==> src/rtl/irpd_pkg.sv <==
// ----------------------------------------------------------------------------
// irpd_pkg
// Shared types, constants and register indexes of the ir pulse decoder.
// ----------------------------------------------------------------------------
package irpd_pkg;

   localparam int STAMP_W     = 16;
   localparam int PACKET_BITS = 13;
   localparam int CNT_W       = $clog2(PACKET_BITS + 2);
   localparam int WORD_W      = 13;
   localparam int ID_W        = 7;
   localparam int ID_LSB      = 6;
   localparam int KIND_W      = 3;
   localparam int CSR_INDEX_W = 3;

   localparam logic [STAMP_W-1:0] STAMP_MASK = 16'hFFFF;

   localparam logic [ID_W-1:0] KIND_ID_FIRST = 7'd53;
   localparam logic [ID_W-1:0] KIND_ID_LAST  = 7'd58;
   localparam logic [ID_W-1:0] KIND_ID_BIAS  = 7'd52;

   localparam logic [STAMP_W-1:0] HEADER_MIN_RST = 16'd2000;
   localparam logic [STAMP_W-1:0] HEADER_MAX_RST = 16'd2800;
   localparam logic [STAMP_W-1:0] ONE_MIN_RST    = 16'd1000;
   localparam logic [STAMP_W-1:0] ONE_MAX_RST    = 16'd1400;
   localparam logic [STAMP_W-1:0] ZERO_MIN_RST   = 16'd400;
   localparam logic [STAMP_W-1:0] ZERO_MAX_RST   = 16'd800;

   typedef enum logic [CSR_INDEX_W-1:0] {
      CSR_HEADER_MIN = 3'd0,
      CSR_HEADER_MAX = 3'd1,
      CSR_ONE_MIN    = 3'd2,
      CSR_ONE_MAX    = 3'd3,
      CSR_ZERO_MIN   = 3'd4,
      CSR_ZERO_MAX   = 3'd5
   } csr_index_type;

   typedef struct packed {
      logic [STAMP_W-1:0] header_min;
      logic [STAMP_W-1:0] header_max;
      logic [STAMP_W-1:0] one_min;
      logic [STAMP_W-1:0] one_max;
      logic [STAMP_W-1:0] zero_min;
      logic [STAMP_W-1:0] zero_max;
   } window_cfg_type;

   typedef struct packed {
      logic is_header;
      logic is_one;
      logic is_zero;
   } pulse_class_type;

endpackage

==> src/rtl/ir_pulse_width_packet_decoder.sv <==
// path: a packet's last bit pulse raises rsp_valid after its acceptance edge
// (input register, then result register)
// throughput: one pulse transaction per cycle, set by the single input register stage,
// which holds whenever a staged pulse meets a finished packet still waiting at rsp
// reset: synchronous, active high; windows return to defaults, decoder goes idle
// ----------------------------------------------------------------------------
// ir_pulse_width_packet_decoder
// Decodes pulse-width coded infrared packets from captured edge stamps.
// ----------------------------------------------------------------------------
module ir_pulse_width_packet_decoder import irpd_pkg::*; (
   input  logic                   clock,
   input  logic                   reset,
   // pulse transactions
   input  logic                   req_valid,
   output logic                   req_ready,
   input  logic [STAMP_W-1:0]     req_fall_stamp,
   input  logic [STAMP_W-1:0]     req_rise_stamp,
   // packet transactions
   output logic                   rsp_valid,
   input  logic                   rsp_ready,
   output logic [WORD_W-1:0]      rsp_packet_word,
   output logic [ID_W-1:0]        rsp_sender_id,
   output logic [KIND_W-1:0]      rsp_field_kind,
   // window configuration
   input  logic                   csr_we,
   input  logic [CSR_INDEX_W-1:0] csr_index,
   input  logic [STAMP_W-1:0]     csr_wdata
);

   window_cfg_type  cfg;
   pulse_class_type pulse_class;

   // input register stage
   logic               in_valid_ff, in_valid_in;
   logic [STAMP_W-1:0] fall_ff, rise_ff;
   logic               step;
   logic               accept;

   // the staged pulse is processed when the result register is free or draining
   assign step      = in_valid_ff && (!rsp_valid || rsp_ready);
   assign req_ready = !in_valid_ff || step;
   assign accept    = req_valid && req_ready;

   always_comb begin
      if (accept) begin
         in_valid_in = 1'b1;
      end else if (step) begin
         in_valid_in = 1'b0;
      end else begin
         in_valid_in = in_valid_ff;
      end
   end

   always_ff @(posedge clock) begin
      if (reset) begin
         in_valid_ff <= 1'b0;
      end else begin
         in_valid_ff <= in_valid_in;
      end
   end

   // stamps need no reset, they only matter while in_valid_ff is set
   always_ff @(posedge clock) begin
      if (accept) begin
         fall_ff <= req_fall_stamp;
         rise_ff <= req_rise_stamp;
      end
   end

   irpd_csr u_csr (
      .clock     (clock),
      .reset     (reset),
      .csr_we    (csr_we),
      .csr_index (csr_index),
      .csr_wdata (csr_wdata),
      .cfg       (cfg)
   );

   // width and window match of the staged pulse
   irpd_classify u_classify (
      .fall_stamp  (fall_ff),
      .rise_stamp  (rise_ff),
      .cfg         (cfg),
      .pulse_class (pulse_class)
   );

   // packet assembly and the result register
   irpd_assembler u_assembler (
      .clock           (clock),
      .reset           (reset),
      .step            (step),
      .pulse_class     (pulse_class),
      .rsp_ready       (rsp_ready),
      .rsp_valid       (rsp_valid),
      .rsp_packet_word (rsp_packet_word),
      .rsp_sender_id   (rsp_sender_id),
      .rsp_field_kind  (rsp_field_kind)
   );

endmodule

==> src/rtl/irpd_csr.sv <==
// ----------------------------------------------------------------------------
// irpd_csr
// Window configuration registers with a plain indexed write port.
// ----------------------------------------------------------------------------
module irpd_csr import irpd_pkg::*; (
   input  logic                   clock,
   input  logic                   reset,
   input  logic                   csr_we,
   input  logic [CSR_INDEX_W-1:0] csr_index,
   input  logic [STAMP_W-1:0]     csr_wdata,
   output window_cfg_type         cfg
);

   window_cfg_type cfg_ff;
   window_cfg_type cfg_in;

   always_comb begin
      cfg_in = cfg_ff;
      if (csr_we) begin
         case (csr_index)
            CSR_HEADER_MIN: cfg_in.header_min = csr_wdata;
            CSR_HEADER_MAX: cfg_in.header_max = csr_wdata;
            CSR_ONE_MIN:    cfg_in.one_min    = csr_wdata;
            CSR_ONE_MAX:    cfg_in.one_max    = csr_wdata;
            CSR_ZERO_MIN:   cfg_in.zero_min   = csr_wdata;
            CSR_ZERO_MAX:   cfg_in.zero_max   = csr_wdata;
            default:        cfg_in = cfg_ff;  // unused indexes are dropped
         endcase
      end
   end

   always_ff @(posedge clock) begin
      if (reset) begin
         cfg_ff.header_min <= HEADER_MIN_RST;
         cfg_ff.header_max <= HEADER_MAX_RST;
         cfg_ff.one_min    <= ONE_MIN_RST;
         cfg_ff.one_max    <= ONE_MAX_RST;
         cfg_ff.zero_min   <= ZERO_MIN_RST;
         cfg_ff.zero_max   <= ZERO_MAX_RST;
      end else begin
         cfg_ff <= cfg_in;
      end
   end

   assign cfg = cfg_ff;

endmodule

==> src/rtl/irpd_classify.sv <==
// ----------------------------------------------------------------------------
// irpd_classify
// Pulse width from two timer stamps and inclusive window tests.
// ----------------------------------------------------------------------------
module irpd_classify import irpd_pkg::*; (
   input  logic [STAMP_W-1:0] fall_stamp,
   input  logic [STAMP_W-1:0] rise_stamp,
   input  window_cfg_type     cfg,
   output pulse_class_type    pulse_class
);

   logic [STAMP_W-1:0] width;

   // wrapped case is 0xffff - fall + rise, one short of a true modular difference
   always_comb begin
      if (rise_stamp >= fall_stamp) begin
         width = rise_stamp - fall_stamp;
      end else begin
         width = STAMP_MASK - fall_stamp + rise_stamp;
      end
   end

   assign pulse_class.is_header = (width >= cfg.header_min) && (width <= cfg.header_max);
   assign pulse_class.is_one    = (width >= cfg.one_min)    && (width <= cfg.one_max);
   assign pulse_class.is_zero   = (width >= cfg.zero_min)   && (width <= cfg.zero_max);

endmodule

==> src/rtl/irpd_assembler.sv <==
// ----------------------------------------------------------------------------
// irpd_assembler
// Packet shift register, bit counter and registered result stage.
// ----------------------------------------------------------------------------
module irpd_assembler import irpd_pkg::*; (
   input  logic                  clock,
   input  logic                  reset,
   input  logic                  step,
   input  pulse_class_type       pulse_class,
   input  logic                  rsp_ready,
   output logic                  rsp_valid,
   output logic [WORD_W-1:0]     rsp_packet_word,
   output logic [ID_W-1:0]       rsp_sender_id,
   output logic [KIND_W-1:0]     rsp_field_kind
);

   logic [PACKET_BITS-1:0] shift_ff, shift_in;
   logic [CNT_W-1:0]       count_ff, count_in;
   logic                   valid_ff, valid_in;
   logic [WORD_W-1:0]      word_ff, word_in;
   logic [ID_W-1:0]        id_ff, id_in;
   logic [KIND_W-1:0]      kind_ff, kind_in;

   logic [PACKET_BITS-1:0] shifted;
   logic                   emit;

   assign shifted = {shift_ff[PACKET_BITS-2:0], pulse_class.is_one};

   always_comb begin
      shift_in = shift_ff;
      count_in = count_ff;
      emit     = 1'b0;
      if (step) begin
         if (pulse_class.is_header) begin
            shift_in = '0;
            count_in = CNT_W'(1);
         end else if (count_ff != '0 && count_ff <= CNT_W'(PACKET_BITS)) begin
            if (!pulse_class.is_one && !pulse_class.is_zero) begin
               shift_in = '0;
               count_in = '0;
            end else if (count_ff == CNT_W'(PACKET_BITS)) begin
               emit     = 1'b1;
               shift_in = '0;
               count_in = '0;
            end else begin
               shift_in = shifted;
               count_in = count_ff + CNT_W'(1);
            end
         end
      end
   end

   always_comb begin
      word_in = shifted[WORD_W-1:0];
      id_in   = shifted[ID_LSB +: ID_W];
      if (id_in inside {[KIND_ID_FIRST:KIND_ID_LAST]}) begin
         kind_in = KIND_W'(id_in - KIND_ID_BIAS);
      end else begin
         kind_in = '0;
      end
   end

   always_comb begin
      if (emit) begin
         valid_in = 1'b1;
      end else if (rsp_ready) begin
         valid_in = 1'b0;
      end else begin
         valid_in = valid_ff;
      end
   end

   always_ff @(posedge clock) begin
      if (reset) begin
         shift_ff <= '0;
         count_ff <= '0;
         valid_ff <= 1'b0;
      end else begin
         shift_ff <= shift_in;
         count_ff <= count_in;
         valid_ff <= valid_in;
      end
   end

   always_ff @(posedge clock) begin
      if (emit) begin
         word_ff <= word_in;
         id_ff   <= id_in;
         kind_ff <= kind_in;
      end
   end

   assign rsp_valid       = valid_ff;
   assign rsp_packet_word = word_ff;
   assign rsp_sender_id   = id_ff;
   assign rsp_field_kind  = kind_ff;

endmodule
==> config.mk <==
export PLATFORM = sky130hd
export DESIGN_NAME = ir_pulse_width_packet_decoder
export DESIGN_NICKNAME = d
export VERILOG_FILES = /design/src/rtl/irpd_pkg.sv /design/src/rtl/ir_pulse_width_packet_decoder.sv /design/src/rtl/irpd_csr.sv /design/src/rtl/irpd_classify.sv /design/src/rtl/irpd_assembler.sv
export SDC_FILE = /design/constraint.sdc
export NUM_CORES = 1
export LEC_CHECK = 0
export ABC_AREA = 0
export BUFFER_PORTS_ARGS = -buffer_cell sky130_fd_sc_hd__buf_2
export CAP_MARGIN = 20
export CORE_UTILIZATION = 60
export CTS_BUF_LIST = sky130_fd_sc_hd__clkbuf_16
export DETAILED_ROUTE_END_ITERATION = 7
export PLACE_DENSITY = 0.85
export SYNTH_ARGS = -nofsm -noshare
export SYNTH_HDL_FRONTEND = slang
export SYNTH_SLANG_ARGS = --single-unit
==> constraint.sdc <==
create_clock -name clock -period 6.9 [get_ports clock]
set_input_delay 0.345 -clock clock [delete_from_list [all_inputs] [get_ports clock]]
set_output_delay 0.345 -clock clock [all_outputs]
set_load 0.005 [all_outputs]
Word level (Yosys, flattened, before mapping). Index checks and enable logic that the tools add are counted.

Add/sub/neg operators: 5. Order comparisons: 10. Equality and inequality tests: 6. Multiplexer cells: 18. Reduce and logical (&&, ||, !) cells: 26.

Operators by type and width (count): $ge 16x16->1 (4); $le 16x16->1 (3); $mux 12 (4); $add 16x16->16 (1); $mux 16 (1); $mux 4 (4); $sub 16x16->16 (1); $sub 16x16->16 const A (1); $reduce_and 2->1 (7); $mux 1 (9); $logic_and 1x1->1 (8); $ge 7x6->1 const B (1); $le 7x6->1 const B (1); $eq 3x2->1 const B (2); $eq 3x3->1 const B (2); $reduce_bool 2->1 (3); $add 4x1->4 const B (1); $eq 4x4->1 const B (1); $le 4x4->1 const B (1); $logic_not 1->1 (4); $reduce_bool 4->1 (1); $eq 3x1->1 const B (1); $logic_not 3->1 (1); $sub 3x3->3 const B (1); $logic_or 1x1->1 (2).

Register bits after elaboration: 169. Bits of input ports: 56. Output and inout bits: 25. Word-level logic and storage cells: 80.

Longest topological paths before layout. Gate-level depths: netlist of run 1.

Depth after elaboration: 12. Depth in mapped cells: 24. Depth with buffers taken out: 23.

Modules after synthesis. A second synthesis of run 1 with hierarchy kept.

Cell total of the unflattened synthesis: 984. Area total of the unflattened synthesis: 9630.5 sq um.

By module, submodules not included: irpd_csr (instances 1, cells an instance 353, area each 3798.6 sq um, seq. area each 1921.8 sq um); irpd_classify (instances 1, cells an instance 468, area each 3440.8 sq um, seq. area each 0.0 sq um); irpd_assembler (instances 1, cells an instance 124, area each 1357.6 sq um, seq. area each 820.8 sq um); ir_pulse_width_packet_decoder (instances 1, cells an instance 39, area each 1033.5 sq um, seq. area each 980.9 sq um).

Least setup slack after synthesis of run 1. No wires, ideal clock.

Path type: register to register. Start: register rise_ff[0]. End: register u_assembler.kind_ff[0], in the netlist u_assembler.rsp_field_kind[0], enable pin. Library setup time: 0.364 ns. Data arrival time: 4.752 ns. Data required time: 6.536 ns. Slack: 1.785 ns. Cell stages (with the launch flop): 22. Path buffers: 0. Clock period less this slack: 5.115 ns. Cells stage by stage: edfxtp_1 > inv_1 > ha_1 > inv_1 > fa_1 > a21o_2 > a31oi_1 > o21ai_0 > o21ba_2 > mux2i_1 > o21ai_2 > a41o_1 > nand4_1 > o211ai_1 > ha_1 > nand4_1 > or4_1 > and3b_1 > a211oi_2 > o21a_2 > nand3_1 > inv_1.

RTL lines: start, declared (line ir_pulse_width_packet_decoder.sv:35) `logic [STAMP_W-1:0] fall_ff, rise_ff;`; start signal, assigned (line ir_pulse_width_packet_decoder.sv:66) `rise_ff <= req_rise_stamp;`; end signal, assigned (line irpd_assembler.sv:89) `kind_ff <= kind_in;`; end, declared (line irpd_assembler.sv:22) `logic [KIND_W-1:0] kind_ff, kind_in;`.

==> results of run 1 <==
==> power by group through the flow <==
stage | clock [mW] | sequential [mW] | combinational (mW)
3_5_place_dp | 0 | 1.04 | 0.811
3_3_place_gp | 0 | 1.04 | 0.781
6_report | 0.923 | 1.02 | 0.843
2_1_floorplan | 0 | 1.04 | 0.587
4_1_cts | 0.929 | 1.02 | 0.827
5_1_grt | 0.970 | 1.03 | 0.939
==> cells in the final DEF, fill, tap and decap left out, types with 15 or more instances in the layout <==
cell       instances
dfxtp_1          114
edfxtp_1          48
o211ai_1          36
nand2b_1          22
o21ai_0           18
clkbuf_16         17
inv_1            123
a21oi_1          127
nor2_1            15
buf_2             80
nand2_1          179
nand4_1           35
ha_1             116
a21o_1            37
==> metal layers <==
layer	part of all wire (%)	global-route usage, %
met3	6.6	6.16
met5	0	0
met2	47	46.8
met1	44	35.6
met4	2.6	11.8
==> cells by family (layout without fill, tap and decap cells) <==
logic type / after synthesis / in the layout
AOI/OAI and AO/OA: 263 / 263
buffers and inverters: 167 / 243
adders and majority gates: 118 / 118
xor gates and xnor gates: 14 / 14
and+or+nand+nor: 309 / 309
muxes: 3 / 3
DFF: 162 / 162
==> sequential cells by signal, summed over array words and instances (netlist names) <==
| register | cells |
|---|---|
| u_assembler.count_ff | 4 |
| u_assembler.rsp_valid | 1 |
| u_assembler.rsp_packet_word | 6 |
| u_assembler.shift_ff | 12 |
| u_assembler.rsp_sender_id | 7 |
| u_assembler.rsp_field_kind | 3 |
| u_csr.cfg | 96 |
| rise_ff | 16 |
| fall_ff | 16 |
| in_valid_ff | 1 |
==> path summary, 6_finish.rpt <==
| kind | start | to | slack, ns | cells past startpoint |
|---|---|---|---|---|
| worst min register to register | u_csr.cfg[43] | u_csr.cfg[43] | 0.45 | 2 |
| worst max-delay path | rise_ff[9] | u_assembler.rsp_packet_word[5] | 0.78 | 18 |
| worst min-delay path | req_fall_stamp[1] | fall_ff[1] | 0.07 | 1 |
| worst max register to register | rise_ff[9] | u_assembler.rsp_packet_word[5] | 0.78 | 18 |
==> final cells by class <==
class | count | share of cell area (%)
clock inverters | 15 | 1.41
well taps | 184 | 2.25
multi-input cells | 707 | 46.6
repair buffers | 91 | 4.79
clock buffers | 17 | 4.16
flip-flops and latches | 162 | 36.4
inverters | 120 | 4.40
==> critical path, stage by stage (launching register included) <==
cell and delay, ns:
edfxtp_1 0.37, ha_1 0.48, nand4_4 0.18, or3_4 0.43, o21ai_0 0.18, o21ba_2 0.22, mux2i_1 0.37, o21ai_2 0.12
a41o_1 0.30, nand4_1 0.11, o211ai_1 0.27, ha_1 0.41, nand4_1 0.15, or4_1 0.56, and3b_1 0.22, a211oi_2 0.34
o21a_2 0.38, nand3_1 0.17, inv_1 0.47
==> through the flow <==
stage	hold slack (ns)	util, %	total power, mW
5_1_grt	0.0632	69.4	2.94
4_1_cts	0.0689	69.2	2.78
6_report	0.0749	69.4	2.79
2_1_floorplan	0.431	-	1.63
3_5_place_dp	0.447	65.4	1.86
3_3_place_gp	0.442	65.4	1.82
==> impl_metrics.json, run 1 <==
{
  "status": "finished clean",
  "dpl.hpwl_mm": 15.1,
  "synth_top_area_share_pct": 24.8,
  "ant_nets": 0,
  "vias_per_cell": 5.83,
  "synth-main-ff-cell": "dfxtp_1",
  "hold_buffers": 0,
  "netlist_instances": 1036,
  "start_util_pct": 62.3,
  "clk_path_buf_depth": 2,
  "wl_per_cell_um": 16.4,
  "tightest_slew_ns": 1.01,
  "routabilityCongestion": 0.917,
  "crit_path_start_kind": "register",
  "synthesis.area_um2": 9190,
  "firstDrtPassIters": 7,
  "drive_gt1_share_pct": 12.8,
  "core_um2": 14800,
  "finalWorstSetupSlack_ns": 0.777,
  "cp_data_arrival_time_ns": 6.20,
  "ys_async_sr_fraction_pct": 0,
  "slew_headroom_pct": 32.6,
  "ys_ff_latch": 162,
  "antenna_found_initial": 0,
  "clock-sinks": 162,
  "yosysSeqAreaShare_pct": 40.5,
  "track_usage_pct": 28.2,
  "clkLatencyLatePin_ns": 0.44,
  "drv_cap": 0,
  "hold_viol": 0,
  "rsz0062_at_grt": "false",
  "nets": 1273,
  "synthSimpleGateAreaFrac_pct": 16.0,
  "worst-path-max-fanout": 16,
  "end_kind": "register",
  "die_h_um": 126,
  "cts_setup_buffers": 0,
  "grt_overflow_total": 0,
  "portBuffers": 80,
  "instances_no_fill": 1296,
  "p_leak_nw": 4.43,
  "clock_power_share_pct": 33.1,
  "synth_area_leaders": "dfxtp_1, ha_1, edfxtp_1, nand2_1, a21oi_1",
  "rows": 44,
  "cts_tree": "built",
  "ys_warn_count": 0,
  "seqPwrFrac_pct": 36.7,
  "synth_cell_types": 68,
  "synth_top_area_cell": "dfxtp_1",
  "htreeDepth": 4,
  "cts_buffers": 17,
  "fin_setup_tns_ns": 0,
  "synth_top_family_by_area": "compound AO/OA/AOI/OAI gates",
  "p_comb_share_pct": 30.2,
  "cts_resized": 0,
  "die_w_um": 126,
  "netlist_top_cells_count": "nand2_1, a21oi_1, inv_1",
  "switching_power_mw": 0.913,
  "grt_max_degree": 86,
  "design_area_um2": 10200,
  "multiInputGateArea_um2": 4770,
  "place_area_um2": 9640,
  "synth-xor-area-share_pct": 1.33,
  "clock_skew_ns": 0.00873,
  "p_per_area_nw_per_um2": 273,
  "first_global_vias": 7279,
  "crit_type": "reg -> reg",
  "fin_crit_ns": 6.12,
  "place_ws_ns": 0.904,
  "hold_path_class": "in -> reg",
  "cts_root_buf": "clkbuf_16",
  "synth_compound_area_share_pct": 18.0,
  "irDropWorstVdd_uv": 183,
  "critical_path_required_ns": 6.98,
  "n_antenna_cell": 0,
  "intPower_mw": 1.88,
  "syn_area_per_cell_um2": 8.87,
  "setup_violations": 0,
  "num_vias": 7551,
  "fillers": 1160,
  "wl_mm": 21.3,
  "post-route-period-util_pct": 88.7,
  "yosysMostFrequentCell": "nand2_1",
  "die_area_um2": 15800,
  "fmax_mhz": 163,
  "p_sw_share_pct": 32.7,
  "area_growth_pct": 11.4,
  "synth.mux.area_fraction_pct": 0.340,
  "maxSlewViolCount": 0,
  "regArea_um2": 3720,
  "clk_pin_slew_worst_paths_ns": 0.06,
  "synth_edf_count": 48,
  "yosys.area_share.adder_pct": 16.2,
  "drt_iter0_drc": 633,
  "io_pins": 81,
  "synth_nets": 1210,
  "grt_pass1_wl_mm": 35.2,
  "placed_cells": 1262,
  "remaining_drc_errors": 0
}
Power figures use the tool's default switching activity.
==> run 2: changes to the inputs <==
CORE_MARGIN = 3   (was not set)
==> run 2 against run 1 <==
Sequential share of layout area is 0.093 points lower. Via count is 0.24% higher. Non-clock buffer count is 3 higher. Die area is 6.5% higher. Count of clock-buffer cells in the layout stayed put. Critical path depth stayed put. Worst setup slack worse by 0.064 ns. Sequential power hardly changed. Cell area is 0.26% higher. Combinational power is 1% higher.
==> impl_metrics.json, run 2 (synthesis results as in run 1) <==
{
  "p_sw_share_pct": 33.5,
  "rrSetupSlack_ns": 0.71,
  "intPower_mw": 1.86,
  "cts_tree": "built",
  "hold_viol": 0,
  "cts_setup_buffers": 0,
  "end_kind": "register",
  "worstSetupStartpoint": "rise_ff[9]",
  "die_w_um": 130,
  "clkLatencyLatePin_ns": 0.44,
  "crit_slowest_cell": "or4_1",
  "fin_crit_ns": 6.19,
  "clock_skew_ns": 0.00897,
  "drive_gt1_share_pct": 13.1,
  "hold_path_class": "in -> reg",
  "critPathBufInv": 1,
  "clock-sinks": 162,
  "status": "finished clean",
  "crit_path_start_kind": "register",
  "cts_resized": 0,
  "largest_reg_flops": 96,
  "clk_pin_slew_worst_paths_ns": 0.07,
  "fillers": 1157,
  "layout_common_cells": "nand2_1, a21oi_1, inv_1",
  "ant_nets": 0,
  "critPathTopFamily": "compound AO/OA/AOI/OAI gates",
  "routabilityCongestion": 0.950,
  "p_comb_share_pct": 30.4,
  "die_area_um2": 16800,
  "rr_endpoint": "u_assembler.rsp_packet_word[1]",
  "portBuffers": 80,
  "wl_per_cell_um": 16.6,
  "clock_power_share_pct": 33.0,
  "hold_buffers": 0,
  "crit_type": "reg -> reg",
  "grt_max_degree": 86,
  "final_common_cell": "nand2_1",
  "hold_depth": 1,
  "crit_cells": 18,
  "tightest_slew_ns": 0.954,
  "core_um2": 14800,
  "track_usage_pct": 26.2,
  "io_pins": 81,
  "clk_path_buf_depth": 2,
  "post-route-period-util_pct": 89.7,
  "grt_overflow_total": 0,
  "grt_pass1_wl_mm": 35.0,
  "cts_buffers": 17,
  "die_h_um": 130,
  "p_total_mw": 2.80,
  "area_growth_pct": 11.7,
  "antenna_found_initial": 0,
  "worst-path-max-fanout": 16,
  "p_per_area_nw_per_um2": 273,
  "remaining_drc_errors": 0,
  "r2r_start": "rise_ff[9]",
  "crit_end": "u_assembler.rsp_packet_word[1]",
  "setup_violations": 0,
  "p_leak_nw": 4.45,
  "n_antenna_cell": 0,
  "firstDrtPassIters": 7,
  "wl_mm": 21.6,
  "htreeDepth": 4,
  "cts_root_buf": "clkbuf_16",
  "slew_headroom_pct": 36.4,
  "vias_per_cell": 5.83,
  "num_vias": 7569,
  "seqPwrFrac_pct": 36.5,
  "cp_data_arrival_time_ns": 6.26,
  "nets": 1276,
  "irDropWorstVdd_uv": 178,
  "drv_cap": 0,
  "dpl.hpwl_mm": 15.6,
  "drt_iter0_drc": 699,
  "rows": 44,
  "crit_path_cell_trace": "ha_1 -> nand4_4 -> or3_4 -> o21ai_0 -> o21ba_2 -> mux2i_1 -> o21ai_2 -> a41o_1 -> nand4_1 -> o211ai_1 -> ha_1 -> nand4_1 -> or4_1 -> and3b_1 -> a211oi_2 -> o21a_2 -> nand3_1 -> inv_1",
  "slowest_delay_ns": 0.60,
  "critical_path_required_ns": 6.97,
  "first_global_vias": 7237,
  "maxSlewViolCount": 0,
  "reg2regPathDepth": 18,
  "fin_setup_tns_ns": 0,
  "start_util_pct": 62.3,
  "switching_power_mw": 0.939,
  "rsz0062_at_grt": "false",
  "fmax_mhz": 162
}
[run 2: changes by cell type in the layout (fill, tap and decap cells not counted), sizes merged]
| cell | previous run | this run |
|---|---|---|
| buf | 91 | 94 |
| clkinvlp | 3 | 1 |
| inv | 126 | 128 |
| bufinv | 2 | 1 |
| clkinv | 4 | 5 |
[run 2: per-stage QoR]
step           instance area [um^2]  hold WS [ns]  util [%]  setup slack, ns  std cells
5_1_grt                       10300        0.0696      69.6            0.321       1299
3_5_place_dp                   9660         0.446      65.5            0.885       1264
6_report                      10300        0.0823      69.6            0.712       1299
3_3_place_gp                   9660         0.442      65.5             1.04       1264
2_1_floorplan                  9190         0.431         -             1.78       1036
4_1_cts                       10200        0.0732      69.3            0.723       1296
[run 2: how the worst min path moves through the flow]
stage | startpoint | end | slack, ns
after floorplan | u_assembler.shift_ff[0] | u_assembler.rsp_packet_word[1] | 0.43
after global placement | u_csr.cfg[79] | u_csr.cfg[79] | 0.44
after detailed placement | u_csr.cfg[17] | u_csr.cfg[17] | 0.45
after CTS | req_rise_stamp[0] | rise_ff[0] | 0.07
after global routing | req_fall_stamp[13] | fall_ff[13] | 0.07
final | req_rise_stamp[0] | rise_ff[0] | 0.08
[run 2: layout make-up]
class | instances | area [um^2] | area share [%]
Clock buffer | 17 | 425 | 4.15
Clock inverter | 15 | 146 | 1.43
Inverter | 120 | 450 | 4.39
Multi-Input combinational cell | 707 | 4770 | 46.5
Sequential cell | 162 | 3720 | 36.3
Tap cell | 184 | 230 | 2.24
Timing Repair Buffer | 94 | 514 | 5.01
[run 2: per-layer routing]
metal / vias to the layer above / track usage, % / wire [um]
met3: 53 / 5.77 / 1670
li1: 3737 / - / -
met1: 3478 / 34.6 / 9120
met4: 0 / 9.90 / 567
met2: 301 / 42.3 / 10200
met5: - / 0 / 0
[run 2: power groups by stage]
stage / combinational (mW) / sequential, mW / clock (mW)
floorplan: 0.587 / 1.04 / 0
global placement: 0.785 / 1.04 / 0
detailed placement: 0.816 / 1.04 / 0
CTS: 0.836 / 1.02 / 0.930
global route: 0.943 / 1.03 / 0.973
finish: 0.852 / 1.02 / 0.925
